--- src/rtl/core/scp_pkg.sv ---
// Shared types, widths and constant tables for the stick cartesian-to-polar block.
// No dependencies; imported by every module of the block except scp_checker.
`default_nettype none
package scp_pkg;

   localparam int XY_WIDTH     = 32;
   localparam int Z_WIDTH      = 37;
   localparam int GUARD_BITS   = 12;
   localparam int ANGLE_LIMIT  = 25736;
   localparam int LENGTH_LIMIT = 65535;
   localparam logic signed [Z_WIDTH-1:0] PI_Q32 = 37'sd13493037704;

   typedef struct packed {
      logic signed [XY_WIDTH-1:0] cx;
      logic signed [XY_WIDTH-1:0] cy;
      logic signed [Z_WIDTH-1:0]  z;
   } rot_type;

   typedef struct packed {
      logic signed [15:0] x_flipped;
      logic signed [15:0] y_passed;
      logic               y_zero;
   } side_type;

   function automatic logic signed [Z_WIDTH-1:0] atan_lut(input logic [4:0] idx);
      logic signed [Z_WIDTH-1:0] val;
      unique case (idx)
         5'd0:    val = 37'sd3373259426;
         5'd1:    val = 37'sd1991351318;
         5'd2:    val = 37'sd1052175346;
         5'd3:    val = 37'sd534100635;
         5'd4:    val = 37'sd268086748;
         5'd5:    val = 37'sd134174063;
         5'd6:    val = 37'sd67103403;
         5'd7:    val = 37'sd33553749;
         5'd8:    val = 37'sd16777131;
         5'd9:    val = 37'sd8388597;
         5'd10:   val = 37'sd4194303;
         5'd11:   val = 37'sd2097152;
         5'd12:   val = 37'sd1048576;
         5'd13:   val = 37'sd524288;
         5'd14:   val = 37'sd262144;
         5'd15:   val = 37'sd131072;
         5'd16:   val = 37'sd65536;
         5'd17:   val = 37'sd32768;
         5'd18:   val = 37'sd16384;
         5'd19:   val = 37'sd8192;
         5'd20:   val = 37'sd4096;
         5'd21:   val = 37'sd2048;
         5'd22:   val = 37'sd1024;
         5'd23:   val = 37'sd512;
         default: val = '0;
      endcase
      return val;
   endfunction

   function automatic logic [31:0] inv_gain_lut(input logic [4:0] stages);
      logic [31:0] val;
      unique case (stages)
         5'd8:    val = 32'd2608158028;
         5'd9:    val = 32'd2608138129;
         5'd10:   val = 32'd2608133154;
         5'd11:   val = 32'd2608131911;
         5'd12:   val = 32'd2608131600;
         5'd13:   val = 32'd2608131522;
         5'd14:   val = 32'd2608131503;
         5'd15:   val = 32'd2608131498;
         default: val = 32'd2608131496;
      endcase
      return val;
   endfunction

endpackage
`default_nettype wire

--- src/rtl/core/scp_rotate.sv ---
// One registered CORDIC vectoring micro-rotation with a fixed shift.
// Depends on scp_pkg.
`default_nettype none
module scp_rotate #(
   parameter int SHIFT = 0
) (
   input  logic              clock,
   input  logic              reset,
   input  logic              advance,
   input  logic              valid_in,
   input  scp_pkg::rot_type  rot_in,
   input  scp_pkg::side_type side_in,
   output logic              valid_out,
   output scp_pkg::rot_type  rot_out,
   output scp_pkg::side_type side_out
);
   import scp_pkg::*;

   localparam logic signed [Z_WIDTH-1:0] ANGLE_STEP = atan_lut(5'(SHIFT));

   logic     valid_ff;
   rot_type  rot_ff, rot_next;
   side_type side_ff;
   logic signed [XY_WIDTH-1:0] dx, dy;

   always_comb begin
      dx = rot_in.cy >>> SHIFT;
      dy = rot_in.cx >>> SHIFT;
      if (!rot_in.cy[XY_WIDTH-1]) begin
         rot_next.cx = rot_in.cx + dx;
         rot_next.cy = rot_in.cy - dy;
         rot_next.z  = rot_in.z + ANGLE_STEP;
      end else begin
         rot_next.cx = rot_in.cx - dx;
         rot_next.cy = rot_in.cy + dy;
         rot_next.z  = rot_in.z - ANGLE_STEP;
      end
   end

   always_ff @(posedge clock) begin
      if (reset) begin
         valid_ff <= 1'b0;
      end else if (advance) begin
         valid_ff <= valid_in;
      end
   end

   always_ff @(posedge clock) begin
      if (advance) begin
         rot_ff  <= rot_next;
         side_ff <= side_in;
      end
   end

   assign valid_out = valid_ff;
   assign rot_out   = rot_ff;
   assign side_out  = side_ff;
endmodule
`default_nettype wire

--- config.mk ---
export PLATFORM = sky130hd
export DESIGN_NAME = scp_rotate
export DESIGN_NICKNAME = d
export VERILOG_FILES = /design/src/rtl/core/scp_pkg.sv /design/src/rtl/core/scp_rotate.sv
export SDC_FILE = /design/constraint.sdc
export NUM_CORES = 1
export LEC_CHECK = 0
export BUFFER_PORTS_ARGS = -buffer_cell sky130_fd_sc_hd__clkbuf_2
export CAP_MARGIN = 20
export CORE_MARGIN = 4
export CORE_UTILIZATION = 45
export CTS_CLUSTER_DIAMETER = 40
export CTS_CLUSTER_SIZE = 40
export DETAILED_ROUTE_END_ITERATION = 7
export MAX_ROUTING_LAYER = met4
export PLACE_DENSITY = 0.76
export SLEW_MARGIN = 25
export SYNTH_ARGS = -nofsm -noshare
export SYNTH_HDL_FRONTEND = slang
export SYNTH_SLANG_ARGS = --single-unit
--- constraint.sdc ---
create_clock -name clock -period 4.4 [get_ports clock]
set_clock_uncertainty 0.1 [all_clocks]
set_input_delay 0.44 -clock clock [delete_from_list [all_inputs] [get_ports clock]]
set_output_delay 0.44 -clock clock [all_outputs]
set_load 0.03 [all_outputs]
==> results.yml <==
power_and_ir_drop:
  p_comb_share_pct: 36.3
  sw_frac_of_total_pct: 38.04
  p_switching_w: 0.001868
  power_w: 0.004911
  p_clk_share_pct: 28.9
  power_density_nw_per_um2: 362.4
  peakVddDrop_uv: 232.8
  intPower_w: 0.003043
  seqPwrFrac_pct: 34.8
  leakagePower_nw: 6.143
clock_tree:
  path_clk_slew_ns: 0.06
  cts.sinks: 134
  post_cts_buffers: 0
  h-tree-depth: 4
  cts-root-buf: "clkbuf_16"
  worstSkewPairLatency_ns: 0.41
  cts_tree: "built"
  cts_buffers: 17
  cts_hold_buf: 0
  clock_path_buffers: 2
  cts_resized: 0
placed_design:
  placed_cells: 1786
  postPlaceCellArea_um2: 12970
  place_ws_ns: 0.5606
  gp_congestion: 0.9781
  port_buffers: 272
  dp_hpwl_mm: 26.37
critical_path:
  cp_data_required_time_ns: 4.46
  crit_path_end_kind: "flop"
  path_max_fanout: 5
  reg2reg_from: "valid_out$_SDFFE_PP0P_"
  crit_start: "rot_in[37]"
  start_kind: "primary input"
  path_class: "primary input to flop"
  arrival_ns: 3.52
floorplanning:
  num_rows: 57
  initial_core_util_pct: 46.09
  die_w_um: 166.5
  dieHeight_um: 166.5
  io_pins: 273
  placeableCoreArea_um2: 24530
  die_area_um2: 27730
drt:
  first_pass_iters: 5
  postRouteAntennaNets: 0
  drt_iter0_markers: 921
  finalWirelength_mm: 33.21
  wl_per_cell_um: 18.26
  viasPerCell: 5.652
  vias: 10276
  drcViolationCount: 0
global_routing:
  gr-total-overflow: 0
  grt_max_degree: 95
  grt_first_pass_wirelength_mm: 52.42
  antenna_found_initial: 0
  grt_pass1_vias: 9775
  track_usage_pct: 23.75
cells_and_area:
  diodes: 0
  synthToLayoutAreaGrowth_pct: 19.85
  fillers: 2217
  final_area_um2: 13550
  final_nets: 1758
  multiInputGateArea_um2: 6700
  final_cells: 1818
  seq_area_um2: 4014
  drive_gt1_share_pct: 22.49
timing:
  grt_setup_unrepaired: "false"
  fmax_ghz: 0.2883
  period_share_pct: 78.83
  setup_tns_ns: 0
  hold_viol_final: 0
  period_needed_ns: 3.469
  tightest_slew_ns: 0.8804
  slew_violations: 0
  relSlewSlack_pct: 41.31
  setup_violations: 0
  setup_ws_ns: 0.9314
synth:
  synth-seq-cells: 134
  syn_nets: 1504
  synth-seq-area-share_pct: 35.50
  synth_area_per_cell_um2: 9.215
  synth_cell_types: 73
  synth_area_um2: 11310
  synth_flop_cell: "edfxtp_1"
  synth-edff-count: 133
  synth-async-reset-ratio_pct: 0
  syn_inst: 1227
  ys_warn_count: 0
run:
  max-cap-violations: 0
run_status:
  status: "complete, no violations"
min_path:
  hold_class: "primary input to flop"
  worstHoldStart: "reset"
[cell usage in the layout (no fill, tap or decap), drive strengths merged, types with 24 or more instances in the layout]
cell	netlist	final
xnor2	73	73
nor2	94	94
inv	103	113
edfxtp	133	133
nand2	65	65
ha	135	135
a21oi	137	137
o21ai	86	86
clkbuf	34	287
nand3	27	27
a21o	36	36
nor3	24	24
[path summary, 6_finish.rpt]
path,depth (start not counted),slack [ns],endpoint
worst max-delay path,12,0.93,rot_out[67]$_DFFE_PP_
worst min-delay path,2,0.08,valid_out$_SDFFE_PP0P_
worst max register to register,2,3.72,valid_out$_SDFFE_PP0P_
worst min register to register,2,0.40,valid_out$_SDFFE_PP0P_
[routing by layer]
layer,GRT usage [%],part of all wire (%)
met1,30.84,43
met2,38.48,47
met3,3.626,7.2
met4,7.542,2.9
met5,-,0
[critical path, stage by stage]
cell and delay [ns]:
clkbuf_2 0.10, ha_1 0.23, fa_1 0.40, nor2b_1 0.16, o21ai_0 0.32, a211oi_1 0.19
o31ai_1 0.50, a41oi_2 0.26, a31oi_1 0.42, nor3_1 0.10, a211oi_1 0.29, xor2_1 0.10
[power by group through the flow]
stage	logic, W	registers, W	clock network, W
floorplan	0.000844	0.00210	0
CTS	0.00177	0.00171	0.00144
global route	0.00192	0.00172	0.00151
finish	0.00178	0.00171	0.00142
global placement	0.00174	0.00173	0
detailed placement	0.00176	0.00174	0
[Yosys cell counts (all sizes together) (15+ instances only)]
master / number / share of area, %
nand3: 27 / 1.2
nand2: 65 / 2.2
o31ai: 15 / 1.0
a211oi: 18 / 1.2
a21oi: 137 / 6.1
clkbuf: 34 / 1.1
inv: 103 / 3.4
buf: 15 / 0.63
xor2: 18 / 1.4
o21ai: 86 / 3.8
nor2: 94 / 3.1
a21o: 36 / 2.4
xnor2: 73 / 5.7
o21bai: 20 / 1.3
nor3: 24 / 1.1
ha: 135 / 15
o21a: 15 / 1.0
edfxtp: 133 / 35
[sequential cells by signal, indices dropped and copies added, names as in the netlist]
name and flops:
valid_out 1, rot_out 100, side_out 33
[through the flow]
stage / hold slack, ns / utilization, %
after detailed placement: 0.3888 / 52.87
after global placement: 0.3756 / 52.87
after global routing: 0.06571 / 55.24
after CTS: 0.05796 / 55.24
after floorplan: 0.4124 / -
final: 0.07535 / 55.24
[cells by family (layout without fill, tap and decap cells)]
family / count (synthesis) / in the layout / synth area share (%)
flops: 134 / 134 / 35.50
mux: 12 / 12 / 1.062
xor+xnor: 91 / 91 / 7.049
simple gates: 293 / 293 / 12.38
buf+inv: 154 / 421 / 5.245
compound gates: 404 / 404 / 23.12
fa+ha+maj: 139 / 139 / 15.65
[layout make-up]
| class | count | area share, % |
|---|---|---|
| Inverter | 105 | 2.908 |
| Multi-Input combinational cell | 939 | 49.44 |
| Sequential cell | 134 | 29.62 |
| Tap cell | 324 | 2.991 |
| Clock buffer | 17 | 3.139 |
| Timing Repair Buffer | 284 | 10.76 |
| Clock inverter | 15 | 1.145 |
Note: power is estimated with default switching activity, not from simulation.
