**src/rtl/core/scp_pkg.sv**
```systemverilog
// Shared types, widths and constant tables for the stick cartesian-to-polar block.
// No dependencies; imported by every module of the block except scp_checker.
`default_nettype none
package scp_pkg;

   localparam int XY_WIDTH     = 32;
   localparam int Z_WIDTH      = 37;
   localparam int GUARD_BITS   = 12;
   localparam int ANGLE_LIMIT  = 25736;
   localparam int LENGTH_LIMIT = 65535;
   localparam logic signed [Z_WIDTH-1:0] PI_Q32 = 37'sd13493037704;

   typedef struct packed {
      logic signed [XY_WIDTH-1:0] cx;
      logic signed [XY_WIDTH-1:0] cy;
      logic signed [Z_WIDTH-1:0]  z;
   } rot_type;

   typedef struct packed {
      logic signed [15:0] x_flipped;
      logic signed [15:0] y_passed;
      logic               y_zero;
   } side_type;

   function automatic logic signed [Z_WIDTH-1:0] atan_lut(input logic [4:0] idx);
      logic signed [Z_WIDTH-1:0] val;
      unique case (idx)
         5'd0:    val = 37'sd3373259426;
         5'd1:    val = 37'sd1991351318;
         5'd2:    val = 37'sd1052175346;
         5'd3:    val = 37'sd534100635;
         5'd4:    val = 37'sd268086748;
         5'd5:    val = 37'sd134174063;
         5'd6:    val = 37'sd67103403;
         5'd7:    val = 37'sd33553749;
         5'd8:    val = 37'sd16777131;
         5'd9:    val = 37'sd8388597;
         5'd10:   val = 37'sd4194303;
         5'd11:   val = 37'sd2097152;
         5'd12:   val = 37'sd1048576;
         5'd13:   val = 37'sd524288;
         5'd14:   val = 37'sd262144;
         5'd15:   val = 37'sd131072;
         5'd16:   val = 37'sd65536;
         5'd17:   val = 37'sd32768;
         5'd18:   val = 37'sd16384;
         5'd19:   val = 37'sd8192;
         5'd20:   val = 37'sd4096;
         5'd21:   val = 37'sd2048;
         5'd22:   val = 37'sd1024;
         5'd23:   val = 37'sd512;
         default: val = '0;
      endcase
      return val;
   endfunction

   function automatic logic [31:0] inv_gain_lut(input logic [4:0] stages);
      logic [31:0] val;
      unique case (stages)
         5'd8:    val = 32'd2608158028;
         5'd9:    val = 32'd2608138129;
         5'd10:   val = 32'd2608133154;
         5'd11:   val = 32'd2608131911;
         5'd12:   val = 32'd2608131600;
         5'd13:   val = 32'd2608131522;
         5'd14:   val = 32'd2608131503;
         5'd15:   val = 32'd2608131498;
         default: val = 32'd2608131496;
      endcase
      return val;
   endfunction

endpackage
`default_nettype wire

```
**src/rtl/core/scp_scale.sv**
```systemverilog
// Gain correction multiply, rounding, clamping, the horizontal-axis override and the result register.
// Depends on scp_pkg.
`default_nettype none
module scp_scale #(
   parameter int STAGE_COUNT = 16
) (
   input  logic              clock,
   input  logic              reset,
   input  logic              advance,
   input  logic              valid_in,
   input  scp_pkg::rot_type  rot_in,
   input  scp_pkg::side_type side_in,
   output logic              valid_out,
   output logic [63:0]       result
);
   import scp_pkg::*;

   localparam logic [31:0] INV_GAIN = inv_gain_lut(5'(STAGE_COUNT));

   logic                      mul_valid_ff, out_valid_ff;
   logic [63:0]               prod_ff, prod_in;
   logic signed [Z_WIDTH-1:0] z_ff;
   side_type                  side_ff;
   logic [63:0]               out_ff, out_in;
   logic [63:0]               prod_rnd;
   logic [19:0]               len_wide;
   logic [15:0]               len;
   logic signed [Z_WIDTH-1:0] z_rnd;
   logic signed [17:0]        ang_wide;
   logic signed [15:0]        ang;
   logic [15:0]               x_abs;

   always_comb begin
      prod_in = rot_in.cx[XY_WIDTH-1] ? 64'd0
                : {32'd0, 32'(rot_in.cx)} * {32'd0, INV_GAIN};
   end

   always_comb begin
      prod_rnd = prod_ff + (64'd1 << 43);
      len_wide = prod_rnd[63:44];
      len      = (len_wide > 20'(LENGTH_LIMIT)) ? 16'(LENGTH_LIMIT) : len_wide[15:0];
      z_rnd    = z_ff + (Z_WIDTH'(1) <<< 18);
      ang_wide = 18'(z_rnd >>> 19);
      priority if (ang_wide > 18'sd25736) begin
         ang = 16'(ANGLE_LIMIT);
      end else if (ang_wide < -18'sd25736) begin
         ang = -16'(ANGLE_LIMIT);
      end else begin
         ang = ang_wide[15:0];
      end
      x_abs = side_ff.x_flipped[15] ? 16'(-side_ff.x_flipped) : side_ff.x_flipped;
      if (side_ff.y_zero) begin
         len = x_abs;
         ang = side_ff.x_flipped[15] ? 16'(ANGLE_LIMIT) : 16'sd0;
      end
      out_in = {ang, len, side_ff.y_passed, side_ff.x_flipped};
   end

   always_ff @(posedge clock) begin
      if (reset) begin
         mul_valid_ff <= 1'b0;
         out_valid_ff <= 1'b0;
      end else if (advance) begin
         mul_valid_ff <= valid_in;
         out_valid_ff <= mul_valid_ff;
      end
   end

   always_ff @(posedge clock) begin
      if (advance) begin
         prod_ff <= prod_in;
         z_ff    <= rot_in.z;
         side_ff <= side_in;
         out_ff  <= out_in;
      end
   end

   assign valid_out = out_valid_ff;
   assign result    = out_ff;
endmodule
`default_nettype wire

```
**config.mk**
```make
export PLATFORM = sky130hd
export DESIGN_NAME = scp_scale
export DESIGN_NICKNAME = d
export VERILOG_FILES = /design/src/rtl/core/scp_pkg.sv /design/src/rtl/core/scp_scale.sv
export SDC_FILE = /design/constraint.sdc
export NUM_CORES = 1
export LEC_CHECK = 0
export BUFFER_PORTS_ARGS = -buffer_cell sky130_fd_sc_hd__buf_2
export CAP_MARGIN = 20
export CORE_UTILIZATION = 63
export CTS_CLUSTER_DIAMETER = 60
export DETAILED_ROUTE_END_ITERATION = 16
export PLACE_DENSITY = 0.83
export SLEW_MARGIN = 10
export SYNTH_ARGS = -nofsm -noshare
export SYNTH_HDL_FRONTEND = slang
export SYNTH_SLANG_ARGS = --single-unit
```
**constraint.sdc**
```tcl
create_clock -name clock -period 10.05 [get_ports clock]
set_input_delay 2.01 -clock clock [delete_from_list [all_inputs] [get_ports clock]]
set_output_delay 2.01 -clock clock [all_outputs]
set_load 0.005 [all_outputs]
```
==> results of run 1 <==
synth_stat cells (all sizes together) (13+ instances only):
cell,n
xnor2,30
xor2,32
and3,15
fa,457
buf,13
edfxtp,137
o21ai,45
inv,732
ha,357
nand4,25
nor2,57
nor3,31
nand2,61
clkbuf,15
a21oi,68
a21o,23
a22oi,15
nand3,35
final cells by class:
cell class,count,area [µm²],area share (%)
clock buffers,18,429,1.64
multi-input cells,1387,17200,66.0
well taps,511,639,2.45
inverters,732,2750,10.5
flip-flops and latches,139,4150,15.9
clock inverters,14,125,0.479
repair buffers,156,793,3.04
diodes,1,2.50,0.00958
registers in the layout (all words and copies together), names as in the netlist:
register / count
prod_ff: 21
z_ff: 19
side_ff: 1
out_in: 32
mul_valid_ff: 1
valid_out: 1
result: 64
how the worst max path moves through the flow:
| stage | start | endpoint | slack [ns] | depth (start not counted) |
|---|---|---|---|---|
| 6_report | rot_in[80] | prod_ff[60]$_SDFFCE_PP0P_ | 1.00 | 24 |
| 5_1_grt | rot_in[80] | prod_ff[61]$_SDFFCE_PP0P_ | 0.70 | 24 |
| 4_1_cts | rot_in[80] | prod_ff[60]$_SDFFCE_PP0P_ | 1.07 | 24 |
| 3_5_place_dp | rot_in[80] | prod_ff[62]$_SDFFCE_PP0P_ | 0.67 | 24 |
| 3_3_place_gp | rot_in[80] | prod_ff[60]$_SDFFCE_PP0P_ | 0.71 | 24 |
| 2_1_floorplan | rot_in[77] | prod_ff[59]$_SDFFCE_PP0P_ | 1.62 | 23 |
per-layer routing:
metal | share of wire (%) | global-route usage (%)
met1 | 39 | 39.9
met2 | 50 | 53.1
met3 | 6.5 | 4.82
met4 | 4.3 | 12.3
met5 | 0 | 0
worst reg2reg max path, cell delays in order (launching register included):
cell and delay (ns):
edfxtp_1 0.45, ha_1 0.30, nand2_1 0.21, nor2_1 0.33, xnor2_1 0.20, nand4_1 0.15, a32o_1 0.30, a311oi_2 0.33
nor2_2 0.17, a22o_2 0.28
logic make-up after synthesis:
family,after synthesis,synth area share (%)
AND/OR/NAND/NOR,268,5.83
buffers and inverters,761,12.1
multiplexers,8,0.345
adder cells (fa/ha/maj),814,56.0
flip-flops,139,17.1
AO/OA/AOI/OAI,235,6.46
XOR/XNOR,62,2.23
stage by stage:
stage	area, µm²	std cells
final	26100	2958
after global placement	25600	2925
after detailed placement	25600	2925
after CTS	26100	2957
after floorplan	24300	2287
after global routing	26100	2958
==> impl_results.rst, run 1 <==
.. list-table::
   :header-rows: 1

   * - Metric
     - Value
   * - Result of the run
     - completed
   * - Number of buffers and inverters on the critical path
     - 7
   * - Cell type group with the largest total delay on the critical path
     - adder cells
   * - Total Routed Length
     - around 57,000 µm
   * - Detailed placer's ending HPWL
     - a little under 50,000 µm
   * - Worst-case hold path end point
     - result[30]$_DFFE_PP_
   * - Worst Hold Margin
     - between 0.4 and 0.5 ns
   * - CP Capture Type
     - register
   * - Top cell by count, worst path
     - fa_1
   * - Average wire length per cell after detail routing
     - between 15 and 20 µm
   * - Cell depth of the worst flop-to-flop path
     - 9
   * - Crit-path max cell delay
     - 0.60 ns
   * - Unrepaired setup endpoints after global routing
     - no
   * - Setup Buffers After CTS
     - 0
   * - Gp weighted congestion
     - a little over 1
   * - Number of clock buffers inserted by TritonCTS
     - 17
   * - Number of antenna violations at the first check in global routing
     - 1
   * - Fraction of the core area covered by cells at the end of the flow
     - roughly 70%
   * - CTS tree
     - done
   * - Top library cells by usage in the layout, fill and taps aside
     - inv_1 (732), fa_1 (457), ha_1 (357)
   * - Vias per std cell
     - 5.64
   * - Row cnt
     - 71
   * - Worst Setup Path Type
     - in2reg
   * - Hold violation count in the final report
     - 0
   * - Layout cells sized above 1
     - 8.99%
   * - Sinks on the clock net
     - approximately 140
   * - Setup TNS after final layout
     - 0 ns
   * - Average size of a mapped cell
     - 10.6 µm²
   * - Die ar.
     - slightly below 0.04 mm²
   * - Kind of start point of the critical path
     - primary input
   * - Number of enable flip-flop cells after synthesis
     - between 100 and 150
   * - Count of boundary I/O pins
     - 203
   * - Wire length of the first global-routing pass
     - 92,700 µm
   * - Worst-case clock skew
     - 0.0112 ns
   * - Critical Path AT
     - 9.21 ns
   * - RR Endpoint
     - result[58]$_DFFE_PP_
   * - Final setup violation count
     - 0
   * - Post-Synthesis Net Count
     - 3,239
   * - Mapped Area
     - roughly 0.024 mm²
   * - Overflow left after global routing
     - 0
   * - H-Tree Depth
     - 4
   * - Leading register cell type out of synthesis
     - edfxtp_1
   * - Critical path, cell by cell
     - buf_2 > inv_1 > fa_1 > fa_1 > inv_1 > fa_1 > inv_1 > fa_1 > inv_1 > fa_1 > fa_1 > fa_1 > inv_1 > fa_1 > inv_1 > ha_1 > nand4_1 > nor4_1 > nand3_1 > a311oi_2 > o21ai_1 > a311oi_1 > o21ai_0 > nor3b_2
   * - Width of the chip
     - 198 µm
   * - Insertion delay of the later-clocked pin in the worst-skew pair
     - 0.42 ns
   * - Clock-pin slew on the worst setup and hold paths
     - 0.06 ns
   * - Post-cts gate resize count
     - 0
   * - Ys Warns
     - 0
   * - Share of the clock period used by the worst path after layout
     - about nine tenths
   * - Initial cell density of the core
     - 64.3%
   * - FF+latch count, synth
     - 139
   * - Count of buffers from port buffering
     - 152
   * - Worst hold-check path type
     - reg2reg
   * - Area growth from synthesis to layout
     - 7.43%
   * - Worst-Margin Slew
     - 1.07 ns
   * - Part of the Yosys area used for sequential elements
     - 17.1%
   * - Most frequent standard cell in the layout excluding fill and tap cells
     - inv_1
   * - Biggest area consumer among synthesized cells
     - fa_1
   * - Fraction of post-synthesis cell area in the top cell type by area
     - 37.6%
   * - Die span in y
     - 198 µm
   * - Critical path required time
     - 10.21 ns
   * - Total of max-cap violations
     - 0
   * - Share of flip-flops with an asynchronous set or reset after synthesis
     - 0%
   * - Unique cell type count in the Yosys netlist
     - 82
   * - Worst Min Path Start
     - out_in[30]$_DFFE_PP_
   * - FILL cells
     - 2,736
   * - Worst hold stages
     - 0
   * - Number of iterations in the first detailed-routing pass
     - 6
   * - Vias in the first global route
     - 18,100
   * - Final ANT Viol Nets
     - 0
   * - Synth Instances
     - 2,287
   * - Largest net degree at the start of global routing
     - just under 90
   * - Final Net Count
     - 3,385
   * - Largest fanout on the critical path
     - 7
   * - Hold Buf Count CTS
     - 0
   * - Shortest period the worst path allows
     - approximately 9.0 ns
   * - Cell type of the slowest stage on the worst timing path
     - fa_1
   * - Vias after detailed routing
     - 16,700
   * - Slew Viols, Final
     - 0
   * - CTS root buffer
     - clkbuf_16
   * - Maximum clock frequency
     - 0.111 GHz
   * - Relative slew slack
     - 28.9%
   * - Final worst-path setup slack
     - between 1 and 1.5 ns
   * - Core region area
     - roughly 0.038 mm²
   * - Launching point of the worst reg2reg path
     - z_ff[18]$_DFFE_PP_
   * - Remaining routing DRC violations
     - 0
   * - Minimum setup slack among reg-to-reg paths
     - 7.09 ns
   * - Number of DRC markers in iteration 0
     - 1,178
   * - Leading post-synthesis cells by cell area
     - fa_1 (38%), ha_1 (18%), edfxtp_1 (17%)
   * - Worst-case setup slack after placement
     - 0.669 ns
   * - Number of buffers between clock root and the deepest sink
     - 2
   * - Aggregate global-route resource usage
     - 31.1%
Power of run 1 is not shown: default switching activity piles up to over one toggle a cycle in this logic, so the estimate is an artifact.
==> run 2: changes to the inputs <==
Settings changed: ABC_AREA set to 1.
==> run 2 against run 1 <==
Net effect:
- first-iteration DRC count up 22%
- maximum frequency up 5.0%
- clock skew up 0.0037 ns
- global-route usage up 3.2 points
- synthesized area up 5.2%
- sequential share of layout area down 0.86 points
- critical endpoint is now prod_ff[45]$_SDFFCE_PP0P_
==> impl_results.rst, run 2 <==
.. list-table::
   :header-rows: 1

   * - Metric
     - Value
   * - Worst Setup Path Type
     - in2reg
   * - Total Routed Length
     - 66,600 µm
   * - Count of boundary I/O pins
     - 203
   * - CTS tree
     - done
   * - Layout cells sized above 1
     - 6.97%
   * - Total of max-cap violations
     - 0
   * - Unique cell type count in the Yosys netlist
     - 43
   * - Final Net Count
     - 3,922
   * - Die ar.
     - around 0.041 mm²
   * - Aggregate global-route resource usage
     - roughly a third
   * - Standard cell area after detailed placement
     - approximately 0.027 mm²
   * - Most frequent standard cell in the layout excluding fill and tap cells
     - inv_1
   * - FF+latch count, synth
     - 139
   * - Top cell by count, worst path
     - fa_1
   * - Shortest period the worst path allows
     - 8.62 ns
   * - Vias in the first global route
     - 20,500
   * - Sinks on the clock net
     - 139
   * - Count of buffers from port buffering
     - 152
   * - Vias after detailed routing
     - ~19,000
   * - Synth Instances
     - about 2,800
   * - Cell depth of the worst flop-to-flop path
     - 12
   * - Number of buffers and inverters on the critical path
     - 7
   * - H-Tree Depth
     - 4
   * - Number of clock buffers inserted by TritonCTS
     - 17
   * - Ys Warns
     - 0
   * - Wire length of the first global-routing pass
     - 108,000 µm
   * - Width of the chip
     - between 200 and 250 µm
   * - FILL cells
     - 3,047
   * - Crit-path max cell delay
     - 0.55 ns
   * - Minimum setup slack among reg-to-reg paths
     - 7.21 ns
   * - Total stage count of the critical path
     - 25
   * - Cell type of the slowest stage on the worst timing path
     - fa_1
   * - Max FFs per register
     - 64
   * - Average size of a mapped cell
     - 9.11 µm²
   * - Number of buffers between clock root and the deepest sink
     - 2
   * - Core region area
     - 0.0399 mm²
   * - Overflow left after global routing
     - 0
   * - Worst hold-check path type
     - reg2reg
   * - Hold Buf Count CTS
     - 0
   * - Hold violation count in the final report
     - 0
   * - Cell type group with the largest total delay on the critical path
     - adder cells
   * - Part of the Yosys area used for sequential elements
     - 16.2%
   * - Worst-Margin Slew
     - 1.04 ns
   * - Maximum clock frequency
     - between 0.1 and 0.15 GHz
   * - Average wire length per cell after detail routing
     - 19.0 µm
   * - Final non-filler cell area
     - 0.0276 mm²
   * - Leading register cell type out of synthesis
     - edfxtp_1
   * - Number of antenna violations at the first check in global routing
     - 1
   * - CP Capture Type
     - register
   * - Largest fanout on the critical path
     - 6
   * - Fraction of post-synthesis cell area in the top cell type by area
     - 35.8%
   * - Row cnt
     - 73
   * - Setup TNS after final layout
     - 0 ns
   * - Largest net degree at the start of global routing
     - 84
   * - Critical Path AT
     - 8.79 ns
   * - Number of iterations in the first detailed-routing pass
     - 9
   * - Remaining routing DRC violations
     - 0
   * - Relative slew slack
     - 30.8%
   * - Initial cell density of the core
     - 64.1%
   * - Final setup violation count
     - 0
   * - Number of enable flip-flop cells after synthesis
     - between 100 and 150
   * - Vias per std cell
     - 5.46
   * - Number of DRC markers in iteration 0
     - 1,442
   * - Commonest cells in the netlist
     - inv_1 (886), fa_1 (457), ha_1 (357)
   * - Post-Synthesis Net Count
     - 3,758
   * - Top library cells by usage in the layout, fill and taps aside
     - inv_1 (886), fa_1 (457), ha_1 (357)
   * - Insertion delay of the later-clocked pin in the worst-skew pair
     - 0.42 ns
   * - Gp weighted congestion
     - approximately 1
   * - Mapped Area
     - ~0.026 mm²
   * - Worst Hold Margin
     - 0.409 ns
   * - Clock-pin slew on the worst setup and hold paths
     - 0.07 ns
   * - Worst-case clock skew
     - 0.0149 ns
   * - Share of the clock period used by the worst path after layout
     - 85.7%
   * - Final ANT Viol Nets
     - 0
   * - Result of the run
     - completed
   * - Biggest area consumer among synthesized cells
     - fa_1
   * - Most frequent cell after synthesis
     - inv_1
   * - Detailed placer's ending HPWL
     - 58,000 µm
   * - Share of flip-flops with an asynchronous set or reset after synthesis
     - 0%
   * - Unrepaired setup endpoints after global routing
     - no
   * - Slew Viols, Final
     - 0
   * - CTS root buffer
     - clkbuf_16
   * - Die span in y
     - 203 µm
   * - Setup Buffers After CTS
     - 0
   * - Post-cts gate resize count
     - 0
   * - Worst hold stages
     - 0
   * - Critical path required time
     - 10.22 ns
   * - Kind of start point of the critical path
     - primary input
   * - Area growth from synthesis to layout
     - 7.97%
   * - Leading post-synthesis cells by cell area
     - fa_1 (36%), ha_1 (17%), edfxtp_1 (16%)
run 2: cell types whose count changed in the layout (fill, tap and decap cells not counted), sizes merged, moves of 10 or more:
cell	before	now
a22oi	15	1
nand2	61	353
nor2	57	204
o21ai	45	74
xnor2	30	5
and3	15	1
nor2b	11	0
inv	741	894
xor2	32	17
a21oi	68	96
a211oi	11	1
nand3	35	93
run 2: cell families after synthesis:
family	Yosys count	synth area share, %
buffers and inverters	895	13.2
adders and majority gates	814	53.3
and+or+nand+nor	720	11.9
AOI/OAI and AO/OA	216	4.65
DFF	139	16.2
xor gates and xnor gates	22	0.754
run 2: cell type report:
class | instances | area [µm²] | area share, %
Tap cell | 525 | 657 | 2.38
Antenna cell | 1 | 2.50 | 0.00906
Inverter | 886 | 3330 | 12.0
Sequential cell | 139 | 4150 | 15.0
Timing Repair Buffer | 154 | 778 | 2.82
Clock buffer | 17 | 425 | 1.54
Multi-Input combinational cell | 1772 | 18000 | 65.4
Clock inverter | 15 | 221 | 0.802
run 2: metal layers:
| metal | track usage (%) | up-vias | wire length (µm) | part of all wire [%] |
|---|---|---|---|---|
| met1 | 45.6 | 9385 | 26800 | 40 |
| met2 | 58.2 | 786 | 32500 | 49 |
| met4 | 11.6 | 0 | 2480 | 3.7 |
| met5 | 0 | - | 0 | 0 |
| li1 | - | 8828 | - | - |
| met3 | 4.28 | 145 | 4870 | 7.3 |
run 2: path summary, 6_finish.rpt:
check,endpoint,startpoint
setup / recovery,prod_ff[45]$_SDFFCE_PP0P_,rot_in[77]
hold / removal,result[25]$_DFFE_PP_,out_in[25]$_DFFE_PP_
setup reg to reg,result[32]$_DFFE_PP_,prod_ff[43]$_SDFFCE_PP0P_
hold reg to reg,result[25]$_DFFE_PP_,out_in[25]$_DFFE_PP_
run 2: per-stage QoR:
stage | cells | setup WS (ns) | utilization (%)
floorplan | 2806 | 2.15 | -
global placement | 3476 | 1.15 | 67.5
detailed placement | 3476 | 1.09 | 67.5
CTS | 3508 | 1.51 | 69.2
global route | 3509 | 1.16 | 69.2
finish | 3509 | 1.43 | 69.2
run 2: worst reg2reg max path, cell delays in order (launching register included):
cell	delay, ns
edfxtp_1	0.42
ha_1	0.21
nand3_1	0.18
nor3_2	0.23
nand3_1	0.17
nor2_1	0.25
nand4_1	0.13
nand2_1	0.08
nand2_1	0.06
nor2_2	0.47
nand2_1	0.11
o21ai_0	0.20
inv_1	0.07
Power of run 2 is left out for the same reason.
