File: src/rtl/core/scp_pkg.sv
// Shared types, widths and constant tables for the stick cartesian-to-polar block.
// No dependencies; imported by every module of the block except scp_checker.
`default_nettype none
package scp_pkg;

   localparam int XY_WIDTH     = 32;
   localparam int Z_WIDTH      = 37;
   localparam int GUARD_BITS   = 12;
   localparam int ANGLE_LIMIT  = 25736;
   localparam int LENGTH_LIMIT = 65535;
   localparam logic signed [Z_WIDTH-1:0] PI_Q32 = 37'sd13493037704;

   typedef struct packed {
      logic signed [XY_WIDTH-1:0] cx;
      logic signed [XY_WIDTH-1:0] cy;
      logic signed [Z_WIDTH-1:0]  z;
   } rot_type;

   typedef struct packed {
      logic signed [15:0] x_flipped;
      logic signed [15:0] y_passed;
      logic               y_zero;
   } side_type;

   function automatic logic signed [Z_WIDTH-1:0] atan_lut(input logic [4:0] idx);
      logic signed [Z_WIDTH-1:0] val;
      unique case (idx)
         5'd0:    val = 37'sd3373259426;
         5'd1:    val = 37'sd1991351318;
         5'd2:    val = 37'sd1052175346;
         5'd3:    val = 37'sd534100635;
         5'd4:    val = 37'sd268086748;
         5'd5:    val = 37'sd134174063;
         5'd6:    val = 37'sd67103403;
         5'd7:    val = 37'sd33553749;
         5'd8:    val = 37'sd16777131;
         5'd9:    val = 37'sd8388597;
         5'd10:   val = 37'sd4194303;
         5'd11:   val = 37'sd2097152;
         5'd12:   val = 37'sd1048576;
         5'd13:   val = 37'sd524288;
         5'd14:   val = 37'sd262144;
         5'd15:   val = 37'sd131072;
         5'd16:   val = 37'sd65536;
         5'd17:   val = 37'sd32768;
         5'd18:   val = 37'sd16384;
         5'd19:   val = 37'sd8192;
         5'd20:   val = 37'sd4096;
         5'd21:   val = 37'sd2048;
         5'd22:   val = 37'sd1024;
         5'd23:   val = 37'sd512;
         default: val = '0;
      endcase
      return val;
   endfunction

   function automatic logic [31:0] inv_gain_lut(input logic [4:0] stages);
      logic [31:0] val;
      unique case (stages)
         5'd8:    val = 32'd2608158028;
         5'd9:    val = 32'd2608138129;
         5'd10:   val = 32'd2608133154;
         5'd11:   val = 32'd2608131911;
         5'd12:   val = 32'd2608131600;
         5'd13:   val = 32'd2608131522;
         5'd14:   val = 32'd2608131503;
         5'd15:   val = 32'd2608131498;
         default: val = 32'd2608131496;
      endcase
      return val;
   endfunction

endpackage
`default_nettype wire

File: src/rtl/core/scp_prep.sv
// Input stage: saturating negate of x, quadrant fold and CORDIC seed.
// Depends on scp_pkg.
`default_nettype none
module scp_prep (
   input  logic              clock,
   input  logic              reset,
   input  logic              advance,
   input  logic              valid_in,
   input  logic signed [15:0] x_position,
   input  logic signed [15:0] y_position,
   output logic              valid_out,
   output scp_pkg::rot_type  rot_out,
   output scp_pkg::side_type side_out
);
   import scp_pkg::*;

   logic              valid_ff;
   rot_type           rot_ff, rot_in;
   side_type          side_ff, side_in;
   logic signed [15:0] xf;
   logic signed [XY_WIDTH-1:0] cx0, cy0;

   always_comb begin
      xf  = (x_position == 16'sh8000) ? 16'sh7FFF : -x_position;
      cx0 = XY_WIDTH'(xf) <<< GUARD_BITS;
      cy0 = XY_WIDTH'(y_position) <<< GUARD_BITS;
      side_in.x_flipped = xf;
      side_in.y_passed  = y_position;
      side_in.y_zero    = (y_position == 16'sd0);
      if (xf[15]) begin
         rot_in.cx = -cx0;
         rot_in.cy = -cy0;
         rot_in.z  = y_position[15] ? -PI_Q32 : PI_Q32;
      end else begin
         rot_in.cx = cx0;
         rot_in.cy = cy0;
         rot_in.z  = '0;
      end
   end

   always_ff @(posedge clock) begin
      if (reset) begin
         valid_ff <= 1'b0;
      end else if (advance) begin
         valid_ff <= valid_in;
      end
   end

   always_ff @(posedge clock) begin
      if (advance) begin
         rot_ff  <= rot_in;
         side_ff <= side_in;
      end
   end

   assign valid_out = valid_ff;
   assign rot_out   = rot_ff;
   assign side_out  = side_ff;
endmodule
`default_nettype wire

File: config.mk
export PLATFORM = sky130hd
export DESIGN_NAME = scp_prep
export DESIGN_NICKNAME = d
export VERILOG_FILES = /design/src/rtl/core/scp_pkg.sv /design/src/rtl/core/scp_prep.sv
export SDC_FILE = /design/constraint.sdc
export NUM_CORES = 1
export LEC_CHECK = 0
export ABC_AREA = 1
export ABC_CLOCK_PERIOD_IN_PS = 6800
export BUFFER_PORTS_ARGS = -buffer_cell sky130_fd_sc_hd__buf_4
export CORE_ASPECT_RATIO = 1.1
export CORE_MARGIN = 4
export CORE_UTILIZATION = 53
export DETAILED_ROUTE_END_ITERATION = 10
export GPL_ROUTABILITY_DRIVEN = 0
export PLACE_DENSITY = 0.86
export SLEW_MARGIN = 20
export SYNTH_ARGS = -nofsm -noshare
export SYNTH_HDL_FRONTEND = slang
export SYNTH_SLANG_ARGS = --single-unit
File: constraint.sdc
create_clock -name clock -period 6.8 [get_ports clock]
set_input_delay 0.34 -clock clock [delete_from_list [all_inputs] [get_ports clock]]
set_output_delay 0.34 -clock clock [all_outputs]
set_load 0.01 [all_outputs]
==> impl_results.md, run 1 <==
- IO Count: roughly 170
- Clk sinks: 75
- CTS tree: yes
- DRC viols: 0
- Die width: between 90 and 100 um
- Initial DRC count: around 180
- Avg Inst Size Synth: 10.28 sq um
- CTS Hold Bufs: 0
- Fillers: approximately 540
- Pins Over Slew Limit: 0
- Placed Area: about 0.005 sq mm
- Initial antenna violation count: 0
- Bufs on Longest Clock Path: 2
- Floorplan Core Area: between 0.007 and 0.008 sq mm
- Worst slew pin tran: a little over 0.9 ns
- CTS buffer count: 9
- Finish-stage setup viols: 0
- Final hold violations: 0
- Most frequent cells in the layout: buf_4 (143), edfxtp_1 (74), nand2_1 (60)
- Clk slew on worst S/H paths: about 0.07 ns
- Max_cap viols: 0
- PwrDens: between 200 and 250 mW/mm^2
- Pin count of the biggest net entering global routing: 76
- Post-Syn Area: 0.004183 sq mm
- Mapped Cells: 407
- WL final: around 9300 um
- Post-synth top flop: edfxtp_1
- Post-cts resize count: 0
- Clock insertion delay at the later pin of the skew report: about 0.33 ns
- Sequential-to-total area share from yosys stat: 53.60%
- Grt total ovfl: 0
- IR drop worst, VDD: roughly 110 uV
- LEAKAGE: approximately 2.5 nW
- Die area: about 0.0094 sq mm
- Commonest non-fill, non-tap cell in the layout: buf_4
- Syn. warnings: 0
- First-pass GRT wire length: approximately 14,000 um
- GRT Util Overall: between 10% and 20%
- Setup crit end kind: register
- Final worst path period need: 2.383 ns
- DIE HEIGHT: between 100 and 150 um
- Fmax achieved: about 420 MHz
- Data arrival, critical path: ~2.5 ns
- Library cells used by synthesis: 37
- HP Class: in2reg
- FF+latch count, synth: between 70 and 80
- Row Count: 33
- Status: complete, no violations
- Share of layout cells above drive strength 1: between 30% and 40%
- Nets: about 570
- RSZ-0062 raised after global routing: false
- H-tree depth: 3
- Period utilization: about a third
- Setup TNS: 0 ns
- Area occupied by multi-input gates: between 0.001 and 0.0015 sq mm
- Post-synth EDFFs: 74
- Asr flop ratio synth: 0%
- Initial Util: 55.36%
- Routed wire per std cell: around 15 um
- Number of vias per cell: between 4 and 5
- DR vias: 3,038
- IO buf count: approximately 140
- Critical setup path kind: in2reg
- Number of global-route vias before repair: ~3.0k
- Clock Skews: 0 ns
- HPWL after DPL: between 7000 and 8000 um
- Post-route cell area: between 0.005 and 0.006 sq mm
- Post-CTS Setup Inserts: 0
- Post-route ant nets: 0
- ANT cells: 0
- CP max FO: 13
- Slew HR: 37.84%
- DRT Pass-1 Iters: 4
- Synth-to-layout area growth: 24.14%
- Crit start category: primary input
- Register area: around 0.0022 sq mm
- Worst Path Required: roughly 7 ns
- Clk root buf: clkbuf_8
-- final timing paths --
kind | start | end | slack [ns] | cells after the start
hold / removal | reset | valid_out | 0.16 | 2
setup reg to reg | valid_out | valid_out | 6.22 | 2
setup / recovery | x_position[0] | rot_out[91] | 4.42 | 16
hold reg to reg | valid_out | valid_out | 0.50 | 2
-- cells in the mapped netlist (all sizes together), types with 2 or more instances --
| master | instances | area [sq um] |
|---|---|---|
| buf | 64 | 499.2 |
| nand4 | 2 | 12.51 |
| xor2 | 18 | 157.7 |
| nand2 | 70 | 297.8 |
| nor3b | 2 | 15.01 |
| xnor2 | 8 | 70.07 |
| ha | 3 | 37.54 |
| nand3 | 29 | 177.7 |
| edfxtp | 74 | 2222 |
| o21ai | 10 | 72.57 |
| a21oi | 5 | 25.02 |
| nor2 | 57 | 282.8 |
| nor3 | 3 | 30.03 |
| inv | 52 | 195.2 |
-- registers in the layout, indices dropped and copies added, names as in the netlist --
register,cells
rot_out,43
side_out,31
valid_out,1
-- kinds of logic (layout without fill, tap and decap cells) --
logic type	Yosys count	after routing	share of synthesized area, %
simple gates	166	166	19.98
fa+ha+maj	3	3	0.8975
buf+inv	117	212	16.81
mux	1	1	0.2393
compound gates	18	18	2.932
flops	75	75	53.60
other cells	1	31	0.08965
xor+xnor	26	26	5.444
-- cell type report --
cell class | count | share of cell area (%)
flip-flops and latches | 75 | 43.18
clock inverters | 7 | 1.301
inverters | 53 | 3.928
repair buffers | 143 | 20.67
clock buffers | 9 | 2.386
multi-input cells | 245 | 26.00
well taps | 105 | 2.530
-- power by group --
part | internal (mW) | switching [mW] | total [mW]
sequential | 0.558 | 0.0173 | 0.575
combinational | 0.103 | 0.124 | 0.227
clock | 0.168 | 0.163 | 0.331
total | 0.830 | 0.303 | 1.13
-- critical path, stage by stage --
cell and delay (ns):
buf_4 0.09, inv_1 0.08, ha_1 0.26, nand2_2 0.11, nor2_4 0.06, nand2_2 0.21, inv_1 0.11, nor2_1 0.17
ha_1 0.21, nand2_1 0.05, nand3b_1 0.19, nor2_2 0.18, nand3_1 0.10, nand2_2 0.12, xor2_1 0.15, inv_1 0.05
-- per-layer routing --
layer	global-route usage [%]	wire, um	vias up
li1	-	-	1462
met1	19.42	3141	1401
met2	38.06	4960	155
met3	4.903	889	20
met4	10.48	324	0
met5	0	0	-
-- per-stage QoR --
step	setup WS, ns	hold WS (ns)	power [mW]	std cells	utilization [%]
2_1_floorplan	4.396	0.4124	0.7116	437	-
3_3_place_gp	4.157	0.4783	0.8048	621	66.19
3_5_place_dp	4.057	0.4886	0.8135	621	66.19
4_1_cts	4.431	0.1399	1.142	637	68.72
5_1_grt	4.175	0.1512	1.184	637	68.72
6_report	4.417	0.1603	1.133	637	68.72
Power figures use the tool's default switching activity.
==> run 2: changes to the inputs <==
Settings changed: ABC_AREA 1 to 0, ABC_CLOCK_PERIOD_IN_PS 6800 to 2300, CORE_UTILIZATION 53 to 48, PLACE_DENSITY 0.86 to 0.79.
Clock period 6.8 ns to 2.3 ns, I/O delays scaled along.
==> impl_results.md, run 2 <==
- Post-route cell area: approximately 0.0056 sq mm
- Setup crit end kind: register
- LEAKAGE: roughly 2.4 nW
- DR vias: slightly above 3k
- Clock Skews: 0 ns
- Worst slew pin tran: roughly 0.6 ns
- Row Count: 34
- Post-synth top flop: edfxtp_1
- M1 GR Usage: 19.77%
- Worst Path Required: ~2.4 ns
- Initial antenna violation count: 0
- CTS tree: yes
- Post-layout util: 69.06%
- DRT Pass-1 Iters: 4
- PwrDens: between 600 and 700 mW/mm^2
- GRT Util Overall: between 10% and 20%
- Top cell type's share of synthesized area: a little over half
- H-tree depth: 3
- Crit start category: primary input
- Clk root buf: clkbuf_8
- Mapped Cells: roughly 350
- IO buf count: around 140
- Initial Util: between 50% and 60%
- Fmax achieved: 446.8 MHz
- Pins Over Slew Limit: 0
- Initial DRC count: 104
- HPWL after DPL: 7263 um
- CTS buffer count: 9
- Clk slew on worst S/H paths: 0.07 ns
- CP max FO: 3
- WL final: ~9500 um
- Max reg flops: 43
- Placed Area: between 0.005 and 0.006 sq mm
- Leading cell type by number of instances after synthesis: edfxtp_1
- Sequential-to-total area share from yosys stat: a little under three fifths
- Max_cap viols: 0
- Grt total ovfl: 0
- Bufs on Longest Clock Path: 2
- Syn. warnings: 0
- Post-CTS Setup Inserts: 0
- Commonest non-fill, non-tap cell in the layout: buf_4
- Asr flop ratio synth: 0%
- Number of vias per cell: 4.932
- Top delay family on crit path: simple AND/OR/NAND/NOR gates
- First-pass GRT wire length: between 10,000 and 15,000 um
- Clk sinks: 75
- Final hold violations: 0
- Max incr delay on CP: between 0.5 and 0.6 ns
- Data arrival, critical path: approximately 2.3 ns
- ANT cells: 0
- Die width: approximately 96 um
- Most frequent cells in the layout: buf_4 (188), edfxtp_1 (74), conb_1 (31)
- Routed wire per std cell: between 15 and 20 um
- Slowest cell on the critical path: or4_1
- Status: complete, no violations
- Floorplan Core Area: 0.008083 sq mm
- Finish-stage setup viols: 0
- Synth area leader: edfxtp_1
- Post-synth EDFFs: 74
- Critical setup path kind: in2reg
- Pin count of the biggest net entering global routing: 41
- Post-route ant nets: 0
- CP cell instances: buf_4 -> or4_1 -> or4_4 -> a222oi_1 -> nand4_1 -> o31ai_1 -> xnor2_1
- HP Class: in2reg
- RSZ-0062 raised after global routing: false
- Synth area leaders: edfxtp_1 (55%), buf_4 (12%), xnor2_1 (4.7%), xor2_1 (2.2%), nand2_1 (2.1%)
- M2 GR Usage: between 30% and 40%
- IO Count: roughly 170
- Share of layout cells above drive strength 1: a little over two fifths
- Routing usage on met3: around 2.6%
- Nets: between 500 and 600
- Final worst path period need: between 2 and 2.5 ns
- DIE HEIGHT: approximately 100 um
- Die area: ~0.01 sq mm
- Post-Syn Area: slightly above 0.004 sq mm
- Synth top cells by count: edfxtp_1 (74), buf_4 (64), nand2_1 (23)
- Period utilization: 97.31%
- Number of global-route vias before repair: 3,039
- IR drop worst, VDD: about 250 uV
- Clock insertion delay at the later pin of the skew report: 0.33 ns
- Busiest grt layer: met2
- FF+latch count, synth: 75
- Hold_ws: roughly 0.018 ns
- Library cells used by synthesis: 52
- Avg Inst Size Synth: 11.79 sq um
- DRC viols: 0
- Synth-to-layout area growth: 37.18%
- Slew HR: approximately three fifths
- Buffer and inverter count on the worst path: 1
run 2: worst paths after layout:
check,startpoint,endpoint,slack (ns),cells past startpoint
setup / recovery,x_position[7],rot_out[95],0.06,7
hold / removal,y_position[11],side_out[12],0.02,1
setup reg to reg,valid_out,valid_out,1.70,2
hold reg to reg,valid_out,valid_out,0.52,2
run 2: report_power, final:
| part | switching (mW) | internal, mW |
|---|---|---|
| Clock | 0.435 | 0.499 |
| Sequential | 0.0507 | 1.65 |
| Combinational | 0.360 | 0.370 |
| Total | 0.846 | 2.52 |
run 2: repair_timing:
item,4_1_cts,5_1_grt
endpoints found under the hold margin,14,0
endpoints found under the setup margin,0,4
resized for setup,0,4
hold buffers,14,0
run 2: layout make-up:
type / count / area [sq um]
Clock buffer: 11 / 131.4
Fill cell: 612 / 2501
Inverter: 12 / 45.04
Timing Repair Buffer: 203 / 1572
Sequential cell: 75 / 2242
Tap cell: 108 / 135.1
Multi-Input combinational cell: 218 / 1404
Clock inverter: 5 / 52.55
run 2: logic make-up after synthesis:
group,share of synthesized area [%]
and+or+nand+nor,14.79
buffers and inverters,13.90
DFF,55.10
AOI/OAI and AO/OA,7.011
xor gates and xnor gates,6.888
muxes,1.292
adders and majority gates,0.9226
other,0.09216
run 2: routing by layer:
metal,wire (um),vias to the layer above
met2,5193,147
met1,3312,1437
met3,665,25
met5,0,-
met4,320,0
li1,-,1508
run 2: metrics by stage:
stage               worst slack [ns]  power [mW]  TNS, ns  cells
global route                0.008522       3.537        0    632
floorplan                    0.01150       2.099        0    375
global placement             -0.1418       2.421   -1.193    602
detailed placement           -0.2262       2.440   -1.959    602
CTS                          0.01147       3.386        0    632
finish                       0.06195       3.365        0    632
run 2: worst reg2reg max path, stage by stage, from the launching register on:
cell and delay (ns):
dfxtp_1 0.32, mux2i_1 0.12, nor2_1 0.06
==> run 3: changes to the inputs <==
Settings changed: ABC_CLOCK_PERIOD_IN_PS 2300 to default, REMOVE_ABC_BUFFERS from default to 1.
==> impl_results.md, run 3 (synthesized netlist as in run 2, its figures left out) <==
- R2R Path End: valid_out
- Row Count: 34
- PwrDens: 588.9 mW/mm^2
- Most frequent cells in the layout: buf_4 (192), edfxtp_1 (74), conb_1 (31)
- Pins Over Slew Limit: 0
- Nets: 564
- Number of vias per cell: 5.038
- Setup crit end kind: register
- Initial antenna violation count: 0
- Commonest non-fill, non-tap cell in the layout: buf_4
- Clock insertion delay at the later pin of the skew report: ~0.33 ns
- RSZ-0062 raised after global routing: true
- CTS tree: yes
- Finish-stage setup viols: 0
- Initial DRC count: roughly 150
- Status: complete, no violations
- DRC viols: 0
- Final hold violations: 0
- Pin count of the biggest net entering global routing: 41
- GRT Util Overall: 20.58%
- Post-route ant nets: 0
- Period utilization: around 96%
- Final WS setup: between 0.09 and 0.1 ns
- Max_cap viols: 0
- Fmax achieved: between 400 and 500 MHz
- Initial Util: 50.34%
- Post-layout util: 69.24%
- Clock Skews: 0 ns
- Critical setup path kind: in2reg
- CP max FO: 5
- Clk slew on worst S/H paths: 0.08 ns
- Slew HR: ~63%
- Number of global-route vias before repair: 3,204
- LEAKAGE: between 2 and 2.5 nW
- Crit start category: primary input
- Grt total ovfl: 0
- HPWL after DPL: roughly 7600 um
- IR drop worst, VDD: approximately 260 uV
- Final worst path period need: approximately 2.2 ns
- Routed wire per std cell: between 15 and 20 um
- H-tree depth: 3
- Hold Path Sink: valid_out
- Floorplan Core Area: around 0.008 sq mm
- Worst Path Required: between 2 and 2.5 ns
- Worst slew pin tran: approximately 0.55 ns
- Synth-to-layout area growth: 37.55%
- Max reg flops: 43
- Die area: 0.01002 sq mm
- Clk sinks: 75
- Place WS: -0.3091 ns
- Bufs on Longest Clock Path: 2
- DR vias: about 3.2k
- HP Class: in2reg
- IO buf count: 143
- DIE HEIGHT: approximately 100 um
- CTS buffer count: 9
- ANT cells: 0
- Share of layout cells above drive strength 1: 43.48%
- R2r setup slk: between 1.5 and 2 ns
- IO Count: around 170
- Hold_sp: valid_in
- Data arrival, critical path: approximately 2.3 ns
- Post-CTS Setup Inserts: 0
- DRT Pass-1 Iters: 5
- First-pass GRT wire length: between 15,000 and 20,000 um
- Worst reg-to-reg path cell count: 2
- FF-to-FF Start: valid_out
- Clk root buf: clkbuf_8
- Die width: 95.79 um
- Hold Crit Depth: 3
- WL final: 10,350 um
run 3: cell count changes in the layout (fill, tap and decap cells not counted), sizes merged:
cell	delta
buf	+4
clkinv	+2
dlygate4sd3	+2
bufinv	-1
clkbuf	-1
inv	-1
run 3: worst max-delay path, cell delays in order:
cell and delay, ns:
dlygate4sd3_1 0.53, buf_4 0.16, or4_1 0.48, or4_4 0.48
nor3_2 0.18, nor2_1 0.09, mux2_2 0.26
run 3: power breakdown:
group,switching (mW),total (mW),internal (mW)
Sequential,0.0515,1.70,1.65
Combinational,0.376,0.753,0.377
Clock,0.460,0.842,0.382
Total,0.887,3.30,2.41
run 3: timing repair:
item	4_1_cts	5_1_grt
hold buffers	16	0
endpoints found under the hold margin	16	0
resized for setup	0	5
endpoints found under the setup margin	0	8
run 3: area by class of cell:
| type | instances | area (sq um) |
|---|---|---|
| inverter | 12 | 45.04 |
| tap | 108 | 135.1 |
| clock inverter | 5 | 31.28 |
| timing repair buffer | 209 | 1622 |
| fill | 577 | 2486 |
| clock buffer | 10 | 127.6 |
| sequential | 75 | 2242 |
| multi-input combinational | 218 | 1394 |
run 3: metrics by stage:
step                setup TNS (ns)  power (mW)  instances  hold WS [ns]  instance area [sq um]
floorplan                   -1.373       1.982        305        0.1874                   3661
global route               -0.1215       3.460        637       0.04270                   5597
finish                           0       3.296        637       0.04930                   5597
detailed placement          -3.308       2.452        606        0.2885                   5258
CTS                              0       3.298        637       0.02781                   5577
global placement            -1.867       2.425        606        0.2741                   5258
run 3: metal layers:
metal	up-vias	track usage, %	routed length [um]
li1	1517	-	-
met1	1496	22.41	3758
met2	169	37.70	5444
met3	27	4.745	890
met4	0	8.028	256
met5	-	0	0
run 3: worst max path at each step:
| stage | from | endpoint | slack, ns | depth (start not counted) |
|---|---|---|---|---|
| CTS | y_position[8] | rot_out[66] | 0.01 | 7 |
| finish | y_position[8] | rot_out[66] | 0.09 | 7 |
| global placement | x_position[13] | rot_out[95] | -0.28 | 11 |
| detailed placement | x_position[13] | rot_out[95] | -0.31 | 11 |
| global route | x_position[13] | rot_out[85] | -0.06 | 11 |
| floorplan | x_position[13] | rot_out[93] | -0.19 | 9 |
